==> config.mk <==
export PLATFORM = sky130hd
export DESIGN_NAME = cluster_formation_packet_engine
export DESIGN_NICKNAME = d
export VERILOG_FILES = /design/src/cfpe_pkg.sv /design/src/cfpe_front.sv /design/src/cfpe_queue.sv /design/src/cfpe_back.sv /design/src/cluster_formation_packet_engine.sv
export SDC_FILE = /design/constraint.sdc
export NUM_CORES = 1
export LEC_CHECK = 0
export ABC_AREA = 1
export BUFFER_PORTS_ARGS = -buffer_cell sky130_fd_sc_hd__buf_2
export CAP_MARGIN = 20
export CORE_MARGIN = 5
export CORE_UTILIZATION = 40
export DETAILED_ROUTE_END_ITERATION = 10
export SLEW_MARGIN = 5
export SYNTH_ARGS = -nofsm -noshare
export SYNTH_HDL_FRONTEND = slang
export SYNTH_SLANG_ARGS = --single-unit
export TNS_END_PERCENT = 30
==> constraint.sdc <==
create_clock -name clk -period 11.7 [get_ports clk]
set_input_delay 2.34 -clock clk [delete_from_list [all_inputs] [get_ports clk]]
set_output_delay 2.34 -clock clk [all_outputs]
set_load 0.05 [all_outputs]
==> src/cfpe_pkg.sv <==
// Shared types and constants of the cluster-formation packet engine.
package cfpe_pkg;

  localparam int HEAD_FIELDS = 4;
  localparam int CFG_DATA_W  = 8;
  localparam int CFG_IDX_W   = 3;

  // Request types carried by req_type.
  localparam logic REQ_PKT   = 1'b0;
  localparam logic REQ_START = 1'b1;

  // Packet kinds, on input and on output.
  localparam logic [1:0] KIND_HEAD = 2'd0;
  localparam logic [1:0] KIND_TOPO = 2'd1;
  localparam logic [1:0] KIND_JOIN = 2'd2;

  // Configuration register indexes.
  typedef enum logic [CFG_IDX_W-1:0] {
    CFG_NODE_ID   = 3'd0,
    CFG_IS_SINK   = 3'd1,
    CFG_HOP_LIMIT = 3'd2,
    CFG_HEAD_ID0  = 3'd3,
    CFG_HEAD_ID1  = 3'd4,
    CFG_HEAD_ID2  = 3'd5,
    CFG_HEAD_ID3  = 3'd6
  } cfg_reg_t;

  // Reset values of the configuration registers.
  localparam logic [6:0] RST_NODE_ID   = 7'd0;
  localparam logic       RST_IS_SINK   = 1'b0;
  localparam logic [7:0] RST_HOP_LIMIT = 8'd8;
  localparam logic [6:0] RST_HEAD_ID0  = 7'd22;
  localparam logic [6:0] RST_HEAD_ID1  = 7'd27;
  localparam logic [6:0] RST_HEAD_ID2  = 7'd72;
  localparam logic [6:0] RST_HEAD_ID3  = 7'd77;

  typedef struct packed {
    logic        req_type;
    logic [1:0]  pkt_kind;
    logic [31:0] seq_num;
    logic [7:0]  hops;
    logic [2:0]  head_count;
    logic [6:0]  head0;
    logic [6:0]  head1;
    logic [6:0]  head2;
    logic [6:0]  head3;
    logic [6:0]  source_id;
    logic [6:0]  dest_id;
  } in_item_t;

  typedef struct packed {
    logic        last;
    logic [1:0]  out_kind;
    logic [31:0] out_seq;
    logic [7:0]  out_hops;
    logic [2:0]  out_head_count;
    logic [6:0]  out_head0;
    logic [6:0]  out_head1;
    logic [6:0]  out_head2;
    logic [6:0]  out_head3;
    logic [6:0]  out_source_id;
    logic [6:0]  out_dest_id;
  } out_item_t;

  // Work handed from the front part to the back part: one or two results.
  typedef struct packed {
    out_item_t pkt0;
    out_item_t pkt1;
    logic      two;
  } job_t;

endpackage

==> src/cfpe_front.sv <==
// Front part: configuration registers, node state and per-item classification.
module cfpe_front #(
  parameter int NODE_COUNT = 128,
  parameter int MAX_HEADS  = 4
) (
  input  logic                           clk,
  input  logic                           rst_n,
  input  logic                           cfg_we,
  input  logic [cfpe_pkg::CFG_IDX_W-1:0] cfg_index,
  input  logic [cfpe_pkg::CFG_DATA_W-1:0] cfg_data,
  input  logic                           in_valid,
  input  logic                           in_stall,
  input  cfpe_pkg::in_item_t             in_item,
  output logic                           push,
  output cfpe_pkg::job_t                 push_job
);
  import cfpe_pkg::*;

  localparam int HEAD_CAP = (MAX_HEADS < HEAD_FIELDS) ? MAX_HEADS : HEAD_FIELDS;
  localparam int MAP_W    = (NODE_COUNT > 1) ? $clog2(NODE_COUNT) : 1;
  localparam logic [2:0] CAP3 = 3'(HEAD_CAP);

  logic [6:0] node_id_r;
  logic       is_sink_r;
  logic [7:0] hop_limit_r;
  logic [6:0] head_id_r [HEAD_FIELDS];

  logic [31:0] head_seq_r, head_seq_nxt;
  logic [31:0] topo_seq_r, topo_seq_nxt;
  logic [7:0]  level_r, level_nxt;
  logic        head_known_r, head_known_nxt;
  logic [6:0]  my_head_r, my_head_nxt;
  logic [6:0]  relay_node_r, relay_node_nxt;
  logic [NODE_COUNT-1:0] member_map_r;

  logic             accept;
  logic             clear;
  logic             map_we;
  logic [MAP_W-1:0] map_idx;
  logic [31:0]      src_ext;
  logic [2:0]       cnt;
  logic [6:0]       hd [HEAD_FIELDS];
  logic             listed;
  logic             was_head;
  logic [1:0]       n_res;
  out_item_t        p0, p1;

  always_ff @(posedge clk) begin
    if (!rst_n) begin
      node_id_r    <= RST_NODE_ID;
      is_sink_r    <= RST_IS_SINK;
      hop_limit_r  <= RST_HOP_LIMIT;
      head_id_r[0] <= RST_HEAD_ID0;
      head_id_r[1] <= RST_HEAD_ID1;
      head_id_r[2] <= RST_HEAD_ID2;
      head_id_r[3] <= RST_HEAD_ID3;
    end else if (cfg_we) begin
      unique case (cfg_index)
        CFG_NODE_ID:   node_id_r    <= cfg_data[6:0];
        CFG_IS_SINK:   is_sink_r    <= cfg_data[0];
        CFG_HOP_LIMIT: hop_limit_r  <= cfg_data[7:0];
        CFG_HEAD_ID0:  head_id_r[0] <= cfg_data[6:0];
        CFG_HEAD_ID1:  head_id_r[1] <= cfg_data[6:0];
        CFG_HEAD_ID2:  head_id_r[2] <= cfg_data[6:0];
        CFG_HEAD_ID3:  head_id_r[3] <= cfg_data[6:0];
        default: ;
      endcase
    end
  end

  always_ff @(posedge clk) begin
    if (!rst_n) begin
      head_seq_r   <= '0;
      topo_seq_r   <= '0;
      level_r      <= '0;
      head_known_r <= 1'b0;
      my_head_r    <= '0;
      relay_node_r <= '0;
    end else begin
      head_seq_r   <= head_seq_nxt;
      topo_seq_r   <= topo_seq_nxt;
      level_r      <= level_nxt;
      head_known_r <= head_known_nxt;
      my_head_r    <= my_head_nxt;
      relay_node_r <= relay_node_nxt;
    end
  end

  // The member map is only ever set one bit at a time and cleared as a whole.
  always_ff @(posedge clk) begin
    if (!rst_n || clear) begin
      member_map_r <= '0;
    end else if (map_we) begin
      member_map_r[map_idx] <= 1'b1;
    end
  end

  assign accept  = in_valid && !in_stall;
  assign src_ext = 32'(in_item.source_id);
  assign map_idx = src_ext[MAP_W-1:0];
  assign cnt     = (in_item.head_count > CAP3) ? CAP3 : in_item.head_count;
  assign hd[0]   = in_item.head0;
  assign hd[1]   = in_item.head1;
  assign hd[2]   = in_item.head2;
  assign hd[3]   = in_item.head3;

  always_comb begin
    listed = 1'b0;
    for (int i = 0; i < HEAD_FIELDS; i++) begin
      if (3'(i) < cnt && hd[i] == node_id_r) begin
        listed = 1'b1;
      end
    end
  end

  assign was_head = head_known_r && (my_head_r == node_id_r);

  always_comb begin
    head_seq_nxt   = head_seq_r;
    topo_seq_nxt   = topo_seq_r;
    level_nxt      = level_r;
    head_known_nxt = head_known_r;
    my_head_nxt    = my_head_r;
    relay_node_nxt = relay_node_r;
    clear          = 1'b0;
    map_we         = 1'b0;
    n_res          = 2'd0;
    p0             = '0;
    p1             = '0;

    if (accept) begin
      if (in_item.req_type == REQ_START) begin
        clear          = 1'b1;
        head_seq_nxt   = '0;
        topo_seq_nxt   = '0;
        level_nxt      = '0;
        head_known_nxt = 1'b0;
        my_head_nxt    = '0;
        relay_node_nxt = '0;
        if (is_sink_r) begin
          head_seq_nxt     = 32'd1;
          n_res            = 2'd1;
          p0.out_kind      = KIND_HEAD;
          p0.out_seq       = 32'd1;
          p0.out_hops      = hop_limit_r;
          p0.out_head_count = CAP3;
          p0.out_head0     = (3'd0 < CAP3) ? head_id_r[0] : 7'd0;
          p0.out_head1     = (3'd1 < CAP3) ? head_id_r[1] : 7'd0;
          p0.out_head2     = (3'd2 < CAP3) ? head_id_r[2] : 7'd0;
          p0.out_head3     = (3'd3 < CAP3) ? head_id_r[3] : 7'd0;
          p0.out_source_id = node_id_r;
        end
      end else if (!is_sink_r && in_item.hops != 8'd0) begin
        case (in_item.pkt_kind)
          KIND_HEAD: begin
            if (in_item.seq_num > head_seq_r) begin
              head_seq_nxt      = in_item.seq_num;
              n_res             = 2'd1;
              p0.out_kind       = KIND_HEAD;
              p0.out_seq        = in_item.seq_num;
              p0.out_hops       = in_item.hops - 8'd1;
              p0.out_head_count = cnt;
              p0.out_head0      = (3'd0 < cnt) ? hd[0] : 7'd0;
              p0.out_head1      = (3'd1 < cnt) ? hd[1] : 7'd0;
              p0.out_head2      = (3'd2 < cnt) ? hd[2] : 7'd0;
              p0.out_head3      = (3'd3 < cnt) ? hd[3] : 7'd0;
              p0.out_source_id  = in_item.source_id;
              if (listed) begin
                head_known_nxt = 1'b1;
                my_head_nxt    = node_id_r;
                level_nxt      = hop_limit_r;
                // A node that is already head re-announces itself only for a new flood round.
                if (!was_head || topo_seq_r != in_item.seq_num) begin
                  topo_seq_nxt      = in_item.seq_num;
                  n_res             = 2'd2;
                  p1.out_kind       = KIND_TOPO;
                  p1.out_seq        = in_item.seq_num;
                  p1.out_hops       = hop_limit_r;
                  p1.out_head_count = 3'd1;
                  p1.out_head0      = node_id_r;
                  p1.out_source_id  = node_id_r;
                end
              end
            end
          end
          KIND_TOPO: begin
            if (in_item.seq_num >= topo_seq_r) begin
              topo_seq_nxt = in_item.seq_num;
              if (!head_known_r || level_r <= in_item.hops) begin
                level_nxt         = in_item.hops;
                my_head_nxt       = hd[0];
                head_known_nxt    = 1'b1;
                relay_node_nxt    = in_item.source_id;
                n_res             = 2'd2;
                p0.out_kind       = KIND_TOPO;
                p0.out_seq        = in_item.seq_num;
                p0.out_hops       = in_item.hops - 8'd1;
                p0.out_head_count = cnt;
                p0.out_head0      = (3'd0 < cnt) ? hd[0] : 7'd0;
                p0.out_head1      = (3'd1 < cnt) ? hd[1] : 7'd0;
                p0.out_head2      = (3'd2 < cnt) ? hd[2] : 7'd0;
                p0.out_head3      = (3'd3 < cnt) ? hd[3] : 7'd0;
                p0.out_source_id  = node_id_r;
                p1.out_kind       = KIND_JOIN;
                p1.out_hops       = hop_limit_r;
                p1.out_source_id  = node_id_r;
                p1.out_dest_id    = in_item.source_id;
              end
            end
          end
          KIND_JOIN: begin
            if (in_item.dest_id == node_id_r) begin
              if (was_head) begin
                map_we = (src_ext < 32'(NODE_COUNT));
              end else begin
                n_res            = 2'd1;
                p0.out_kind      = KIND_JOIN;
                p0.out_hops      = in_item.hops;
                p0.out_source_id = in_item.source_id;
                p0.out_dest_id   = relay_node_r;
              end
            end
          end
          default: ;
        endcase
      end
    end

    p0.last = (n_res == 2'd1);
    p1.last = 1'b1;
  end

  assign push          = accept && (n_res != 2'd0);
  assign push_job.pkt0 = p0;
  assign push_job.pkt1 = p1;
  assign push_job.two  = (n_res == 2'd2);

endmodule

==> src/cfpe_queue.sv <==
// Two-entry job queue between the front part and the back part.
module cfpe_queue (
  input  logic           clk,
  input  logic           rst_n,
  input  logic           push,
  input  cfpe_pkg::job_t push_job,
  input  logic           pop,
  output logic           full,
  output logic           q_valid,
  output cfpe_pkg::job_t q_job
);
  import cfpe_pkg::*;

  job_t       mem_r [2];
  logic       wr_ptr_r, wr_ptr_nxt;
  logic       rd_ptr_r, rd_ptr_nxt;
  logic [1:0] count_r, count_nxt;

  always_ff @(posedge clk) begin
    if (push) begin
      mem_r[wr_ptr_r] <= push_job;
    end
  end

  always_ff @(posedge clk) begin
    if (!rst_n) begin
      wr_ptr_r <= 1'b0;
      rd_ptr_r <= 1'b0;
      count_r  <= 2'd0;
    end else begin
      wr_ptr_r <= wr_ptr_nxt;
      rd_ptr_r <= rd_ptr_nxt;
      count_r  <= count_nxt;
    end
  end

  always_comb begin
    wr_ptr_nxt = push ? ~wr_ptr_r : wr_ptr_r;
    rd_ptr_nxt = pop ? ~rd_ptr_r : rd_ptr_r;
    count_nxt  = count_r;
    if (push && !pop) begin
      count_nxt = count_r + 2'd1;
    end else if (pop && !push) begin
      count_nxt = count_r - 2'd1;
    end
  end

  assign full    = (count_r == 2'd2);
  assign q_valid = (count_r != 2'd0);
  assign q_job   = mem_r[rd_ptr_r];

endmodule

==> src/cfpe_back.sv <==
// Back part: sends the one or two results of each job through an output register.
module cfpe_back (
  input  logic                clk,
  input  logic                rst_n,
  input  logic                q_valid,
  input  cfpe_pkg::job_t      q_job,
  output logic                q_pop,
  input  logic                out_stall,
  output logic                out_valid,
  output cfpe_pkg::out_item_t out_item
);
  import cfpe_pkg::*;

  logic      out_valid_r, out_valid_nxt;
  out_item_t out_item_r;
  logic      sel_r, sel_nxt;
  logic      load;
  logic      last_sel;

  always_ff @(posedge clk) begin
    if (!rst_n) begin
      out_valid_r <= 1'b0;
      sel_r       <= 1'b0;
    end else begin
      out_valid_r <= out_valid_nxt;
      sel_r       <= sel_nxt;
    end
  end

  always_ff @(posedge clk) begin
    if (load) begin
      out_item_r <= sel_r ? q_job.pkt1 : q_job.pkt0;
    end
  end

  // The register takes a new item when it is empty or its item leaves now.
  assign load     = q_valid && (!out_valid_r || !out_stall);
  assign last_sel = sel_r || !q_job.two;
  assign q_pop    = load && last_sel;

  always_comb begin
    sel_nxt = sel_r;
    if (load) begin
      sel_nxt = !last_sel;
    end
    if (load) begin
      out_valid_nxt = 1'b1;
    end else if (out_stall) begin
      out_valid_nxt = out_valid_r;
    end else begin
      out_valid_nxt = 1'b0;
    end
  end

  assign out_valid = out_valid_r;
  assign out_item  = out_item_r;

endmodule

==> src/cluster_formation_packet_engine.sv <==
// Top level of the cluster-formation packet engine.
// Each accepted item is classified and applied to the node state in the cycle it is
// taken; the one or two result items it causes go into a two-entry job queue, and an
// output register sends them out one item per cycle while out_stall is low, the results
// of one item in order. Input stall rises only when the job queue is full, so new items
// can be taken while the results of earlier items are still being sent.
// Reset and a start item clear the member map as a whole, with no clearing pass.
module cluster_formation_packet_engine #(
  parameter int NODE_COUNT = 128,
  parameter int MAX_HEADS  = 4
) (
  input  logic                            clk,
  input  logic                            rst_n,
  input  logic                            cfg_we,
  input  logic [cfpe_pkg::CFG_IDX_W-1:0]  cfg_index,
  input  logic [cfpe_pkg::CFG_DATA_W-1:0] cfg_data,
  input  logic                            in_valid,
  output logic                            in_stall,
  input  cfpe_pkg::in_item_t              in_item,
  output logic                            out_valid,
  input  logic                            out_stall,
  output cfpe_pkg::out_item_t             out_item
);
  import cfpe_pkg::*;

  logic push;
  job_t push_job;
  logic pop;
  logic full;
  logic q_valid;
  job_t q_job;

  assign in_stall = full;

  cfpe_front #(
    .NODE_COUNT(NODE_COUNT),
    .MAX_HEADS (MAX_HEADS)
  ) u_front (
    .clk      (clk),
    .rst_n    (rst_n),
    .cfg_we   (cfg_we),
    .cfg_index(cfg_index),
    .cfg_data (cfg_data),
    .in_valid (in_valid),
    .in_stall (full),
    .in_item  (in_item),
    .push     (push),
    .push_job (push_job)
  );

  cfpe_queue u_queue (
    .clk     (clk),
    .rst_n   (rst_n),
    .push    (push),
    .push_job(push_job),
    .pop     (pop),
    .full    (full),
    .q_valid (q_valid),
    .q_job   (q_job)
  );

  cfpe_back u_back (
    .clk      (clk),
    .rst_n    (rst_n),
    .q_valid  (q_valid),
    .q_job    (q_job),
    .q_pop    (pop),
    .out_stall(out_stall),
    .out_valid(out_valid),
    .out_item (out_item)
  );

endmodule

## Yosys cells after proc, flatten, opt, wreduce, memory -nomap -nowiden

Memories as Yosys holds them, arrays and structs flattened. A register that Yosys moved wholly into a read port is not among the register bits.
Index checks and enable logic that the tools add are counted.

- Bits in registers: 197
- Bits in latches: 0
- RAM bits: 338
- Bits in read-only memories: 0
- Bits of input ports: 104
- Output and inout bits: 90
- Word-level logic and storage cells: 245
- Memories: 2

Memories:

| memory | depth | bits a word | read ports | clocked after Yosys merged registers in | wr ports | line | RTL |
|---|---|---|---|---|---|---|---|
| u_queue.mem_r | 2 | 155 | 1 | 1 | 1 | cfpe_queue.sv:14 | `job_t mem_r [2];` |
| u_front.head_id_r | 4 | 7 | 4 | 0 | 4 | cfpe_front.sv:26 | `logic [6:0] head_id_r [HEAD_FIELDS];` |

- $add $sub $neg: 3
- Multipliers: 0
- Div/mod/pow operators: 0
- Order comparisons: 8
- Eq/ne operators: 24
- Shift-type cells: 0
- Multiplexer cells: 131
- Bitwise operators: 6
- Reduce and logical (&&, ||, !) cells: 46

Operators by type and width:

| kind | count |
|---|---|
| two-way mux 32 bit | 11 |
| two-way mux 52 bit | 4 |
| two-way mux 7 bit | 25 |
| two-way mux 87 bit | 2 |
| two-way mux 80 bit | 2 |
| case mux 32 bit (2 select lines) | 2 |
| two-way mux 51 bit | 2 |
| two-way mux 14 bit | 7 |
| two-way mux 88 bit | 1 |
| two-way mux 8 bit | 10 |
| two-way mux 79 bit | 1 |
| two-way mux 78 bit | 1 |
| case mux 31 bit (2 select lines) | 1 |
| two-way mux 47 bit | 1 |
| == test 7 bit | 6 |
| two-way mux 1 bit | 36 |
| >= comparator 32 bit | 1 |
| > comparator 32 bit | 1 |
| != test 32 bit | 1 |
| case mux 8 bit (2 select lines) | 2 |
| case mux 7 bit (2 select lines) | 2 |
| two-way mux 2 bit | 13 |
| case mux 8 bit (3 select lines) | 1 |
| case mux 7 bit (3 select lines) | 1 |
| 33 further kinds | 84 |

## Logic depth before layout (Yosys ltp)

- Word-level depth: 20
- Gate-level depth with buffers: 24
- Mapped depth without buffers: 24

## Cells and area by module

Synthesis repeated with hierarchy kept, for this count alone.

- Cells, all modules: 2660
- Area total of the unflattened synthesis: 27919.3 um2

Modules (own cells, without submodules):

| module | instances | cells an instance | area an instance (um2) | seq. area each (um2) |
|---|---|---|---|---|
| cfpe_queue | 1 | 586 | 13539.2 | 10730.3 |
| cfpe_front | 1 | 1690 | 10541.4 | 2902.8 |
| cfpe_back | 1 | 384 | 3838.7 | 2682.6 |

## Worst setup path after synthesis

No wires, ideal clock.

- Path type: input -> register
- From: input in_item[84] (netlist bit)
- To: memory u_queue.mem_r[0][0] (netlist bit), enable pin
- Setup time: 0.717 ns
- Data arrival time: 11.171 ns
- Required time: 10.983 ns
- Path slack: -0.187 ns
- Stages: 13
- Buffers on the path: 0
- Cells stage by stage: ha_1 -> nand2_1 -> nor2_1 -> nand4_1 -> nor2_1 -> inv_1 -> nand2_1 -> nor2_1 -> nand2_1 -> nand3_2 -> nand2_2 -> nand2_1 -> a21oi_1

- Cells in the longest elaborated chain, start to end: 13
- Elaborated cells on any way between the ends: 16
- Those cells by class: 2 x order compare; 1 x eq/ne; 10 x mux; 3 x reduce/logical

RTL lines:

| item | line | RTL |
|---|---|---|
| from (decl) | cluster_formation_packet_engine.sv:19 | `input cfpe_pkg::in_item_t in_item,` |
| branches (longest 5 deep; another with >= comparator 32 bit) | - |  |
| case mux 2 bit (3 select lines) * | cfpe_front.sv:154 | `case (in_item.pkt_kind)` |
| two-way mux 2 bit * | cfpe_front.sv:153 | `end else if (!is_sink_r && in_item.hops != 8'd0) begin` |
| two-way mux 2 bit * | cfpe_front.sv:132 | `if (in_item.req_type == REQ_START) begin` |
| two-way mux 2 bit * | cfpe_front.sv:131 | `if (accept) begin` |
| nonzero test 2 bit * | cfpe_front.sv:233 | `assign push = accept && (n_res != 2'd0);` |
| logical AND 1 bit * | cfpe_front.sv:233 |  |
| two-way mux 1 bit * | cfpe_queue.sv:20 | `if (push) begin` |
| two-way mux 1 bit (not written as such) * | cfpe_queue.sv:21 | `mem_r[wr_ptr_r] <= push_job;` |
| to (decl) | cfpe_queue.sv:14 |  |

Every way passes the cells marked *.

## Worst setup path after layout

- From: input in_item[84] (netlist bit)
- To: memory u_queue.mem_r[1][73] (netlist bit), enable pin

The elaborated chain is that of the path after synthesis.

==> flow_summary.json <==
{
  "wire_per_inst_um": 20.01,
  "cts_tree": "yes",
  "post_cts_hold_buffer_count": 0,
  "final_antenna_net_count": 0,
  "placement_rows": 89,
  "hold_violations": 0,
  "worst_ir_drop_vdd_v": 0.0001558,
  "yosysSeqAreaShare_pct": 63.00,
  "htreeDepth": 2,
  "setup_failing_eps_final": 0,
  "power.density_nw_per_um2": 229.3,
  "finalCritPeriodShare_pct": 47.91,
  "dp_hpwl_um": 43270,
  "post_route_cells_drive_above_1_share_pct": 14.10,
  "area.growth.synth_to_final_pct": 14.90,
  "synth.cell_area_um2": 23610,
  "finalWirelength_um": 65790,
  "worst_setup_path_start_kind": "input port",
  "rsz0062_at_grt": "no",
  "die_y_um": 253.0,
  "timing.slew.headroom_pct": 26.82,
  "numCtsBuffers": 58,
  "grt_max_degree": 155,
  "num_clock_sinks": 532,
  "tightest_slew_ns": 1.086,
  "floorplan.core_area_um2": 58800,
  "cp_delay_by_family_top": "simple AND/OR/NAND/NOR gates",
  "worst-endpoint-required_ns": 11.91,
  "grt_usage_pct": 19.83,
  "synthCells": 2314,
  "asyncSetResetFlopFracSynth_pct": 0,
  "yosys_register_bits": 532,
  "number_of_antenna_violations_at_the_first_check_in_global_routing": 9,
  "layout_min_cycle_time_ns": 5.606,
  "initial_core_util_pct": 40.16,
  "end_kind": "flip-flop",
  "hold_path_class": "reg2reg",
  "first_pass_iters": 6,
  "worst_path_most_repeated_cell": "sky130_fd_sc_hd__nand2_1",
  "cts-root-buf": "sky130_fd_sc_hd__clkbuf_16",
  "clkSlewWorstSetupHoldPaths_ns": 0.06,
  "io-pin-count": 194,
  "via_count_of_the_first_global_routing_pass": 16960,
  "worst_ep_arrival_time_ns": 5.82,
  "drt-vias-per-instance": 5.302,
  "timing.critical_path.buf_inv": 3,
  "setup_tns_ns": 0,
  "post_synth.cell_area_avg_um2": 10.20,
  "number_of_max_capacitance_violations_reported": 0,
  "synth_edf_count": 422,
  "place_inst": 3175,
  "max_freq_mhz": 178.4,
  "place.port_buffers": 193,
  "post_cts_setup_buffers": 0,
  "dr.first_iter.drc_count": 1460,
  "die_area_um2": 63990,
  "non_filler_cells_in_the_finished_layout": 3288,
  "chipWidth_um": 253.0,
  "cellLeakagePower_uw": 0.01045,
  "worstPathCellList": "buf_2 -> ha_1 -> nand2_1 -> nor2_1 -> nand4_1 -> nor2_1 -> inv_1 -> nand2_1 -> nor2_1 -> nand2_1 -> nand3_2 -> nand2_2 -> nand2_1 -> a21oi_4 -> buf_12",
  "syn-num-nets": 2497,
  "worst_skew_pair.late_latency_ns": 0.62,
  "critical_path.slowest_cell": "sky130_fd_sc_hd__buf_12",
  "clock_tree.buffer_depth": 3,
  "cts_resized": 0,
  "drc": 0,
  "fin_worst_hold_slack_ns": 0.4581,
  "timing.critical_path.fanout_max": 154,
  "dr_total_vias": 17430,
  "worst_case_clock_skew_ns": 0.03409,
  "run_status": "finished clean",
  "worst-setup-path-type": "in2reg",
  "design.final.nets": 2646,
  "grt_pass1_wl_um": 98790,
  "globalRoute.totalOverflow": 0,
  "number_of_slew_limit_violations_in_the_final_report": 0,
  "netlist-cell-type-count": 47,
  "synthesis.yosys.warnings": 0,
  "global_placer_s_final_weighted_congestion": 0.9438,
  "ys.flop_type": "sky130_fd_sc_hd__edfxtp_1",
  "worst_path_largest_cell_delay_ns": 0.57
}
## synth_stat cells, drive strengths merged, types with 3 or more instances
| cell type | instances | area (um2) |
|---|---|---|
| a211oi | 23 | 172.7 |
| a21oi | 150 | 765.7 |
| a31oi | 3 | 18.77 |
| buf | 35 | 264.0 |
| clkbuf | 83 | 311.6 |
| clkinv | 3 | 12.51 |
| dfxtp | 110 | 2202 |
| edfxtp | 422 | 12670 |
| ha | 79 | 988.5 |
| inv | 208 | 780.8 |
| nand2 | 351 | 1345 |
| nand3 | 31 | 165.2 |
| nand3b | 3 | 38.79 |
| nand4 | 33 | 212.7 |
| nor2 | 385 | 1483 |
| nor3 | 48 | 245.2 |
| o21a | 3 | 22.52 |
| o21ai | 241 | 1206 |
| o22ai | 79 | 494.2 |
| xnor2 | 3 | 26.28 |
| xor2 | 10 | 87.58 |
## cell usage in the layout (no fill, tap or decap), types with 32 or more instances in the layout
| master | count |
|---|---|
| sky130_fd_sc_hd__nor2_1 | 378 |
| sky130_fd_sc_hd__o22ai_1 | 79 |
| sky130_fd_sc_hd__edfxtp_1 | 422 |
| sky130_fd_sc_hd__buf_2 | 193 |
| sky130_fd_sc_hd__a21oi_1 | 147 |
| sky130_fd_sc_hd__dfxtp_1 | 108 |
| sky130_fd_sc_hd__ha_1 | 79 |
| sky130_fd_sc_hd__nor3_1 | 46 |
| sky130_fd_sc_hd__inv_1 | 183 |
| sky130_fd_sc_hd__clkbuf_16 | 59 |
| sky130_fd_sc_hd__o21ai_0 | 228 |
| sky130_fd_sc_hd__nand4_1 | 32 |
| sky130_fd_sc_hd__nand2_1 | 341 |
## flip-flops by register name, summed over array words and instances (netlist names), 8 cells and up, named ones only
register             cells
u_front.level_r          8
u_front.topo_seq_r      32
u_front.head_seq_r      32
u_front.head_id_r       28
u_front.hop_limit_r      8
u_back.out_item         88
u_queue.mem_r          306
## worst paths after layout
| kind | depth (start not counted) | end | from | slack, ns |
|---|---|---|---|---|
| hold reg to reg | 2 | u_front.head_seq_r[20]$_SDFFE_PN0P_ | u_front.head_seq_r[20]$_SDFFE_PN0P_ | 0.46 |
| setup reg to reg | 15 | u_queue.mem_r[1][73]$_DFFE_PP_ | u_front.topo_seq_r[13]$_SDFFE_PN0P_ | 7.56 |
| hold / removal | 2 | u_front.head_seq_r[20]$_SDFFE_PN0P_ | u_front.head_seq_r[20]$_SDFFE_PN0P_ | 0.46 |
| setup / recovery | 15 | u_queue.mem_r[1][73]$_DFFE_PP_ | in_item[84] | 6.09 |
## power by group
group,switching (uW),internal (uW)
clock,751,1130
sequential,98.8,2420
combinational,1430,386
total,2280,3940
## per-layer routing
metal | share of wire (%) | GRT usage [%] | vias to the layer above | wire length, um
li1 | - | - | 8302 | -
met1 | 40 | 25.68 | 8344 | 26630
met2 | 49 | 33.47 | 670 | 32030
met3 | 8.1 | 4.324 | 112 | 5342
met4 | 2.7 | 6.263 | 4 | 1754
met5 | 0.038 | 0 | - | 25
## kinds of logic (layout without fill, tap and decap cells)
family	count (synthesis)	after routing	share of synthesized area, %
buf+inv	329	526	5.797
simple gates	855	855	14.95
fa+ha+maj	79	79	4.186
flops	532	532	63.00
compound gates	506	506	11.59
xor+xnor	13	13	0.4822
other cells	0	4	0
## cell type report
type / instances / area, um2
multi-input cells: 1453 / 7395
clock buffers: 72 / 1545
inverters: 211 / 799.5
fillers: 5470 / 31670
diodes: 4 / 10.01
flip-flops and latches: 532 / 14880
repair buffers: 207 / 1116
well taps: 773 / 967.2
clock inverters: 36 / 416.7
## metrics by stage
stage | total power [uW] | setup WS [ns] | instance area [um2] | utilization (%)
finish | 6220 | 6.094 | 27130 | 46.14
global route | 6518 | 5.899 | 27130 | 46.14
CTS | 6289 | 6.182 | 27090 | 46.08
detailed placement | 4403 | 5.553 | 25130 | 42.74
global placement | 4373 | 5.675 | 25130 | 42.74
floorplan | 3866 | 3.118 | 23620 | -
## worst register-to-register path, cell delays in order (launching register included)
cell,delay [ns]
sky130_fd_sc_hd__dfxtp_1,0.35
sky130_fd_sc_hd__inv_1,0.07
sky130_fd_sc_hd__ha_1,0.29
sky130_fd_sc_hd__nand4_1,0.14
sky130_fd_sc_hd__nor2_1,0.18
sky130_fd_sc_hd__nand3_1,0.13
sky130_fd_sc_hd__nor2_1,0.23
sky130_fd_sc_hd__inv_1,0.06
sky130_fd_sc_hd__nand2_1,0.07
sky130_fd_sc_hd__nor2_1,0.04
sky130_fd_sc_hd__nand2_1,0.20
sky130_fd_sc_hd__nand3_2,0.33
sky130_fd_sc_hd__nand2_2,0.35
sky130_fd_sc_hd__nand2_1,0.25
sky130_fd_sc_hd__a21oi_4,0.24
sky130_fd_sc_hd__buf_12,0.57
Note: power is estimated with default switching activity, not from simulation.
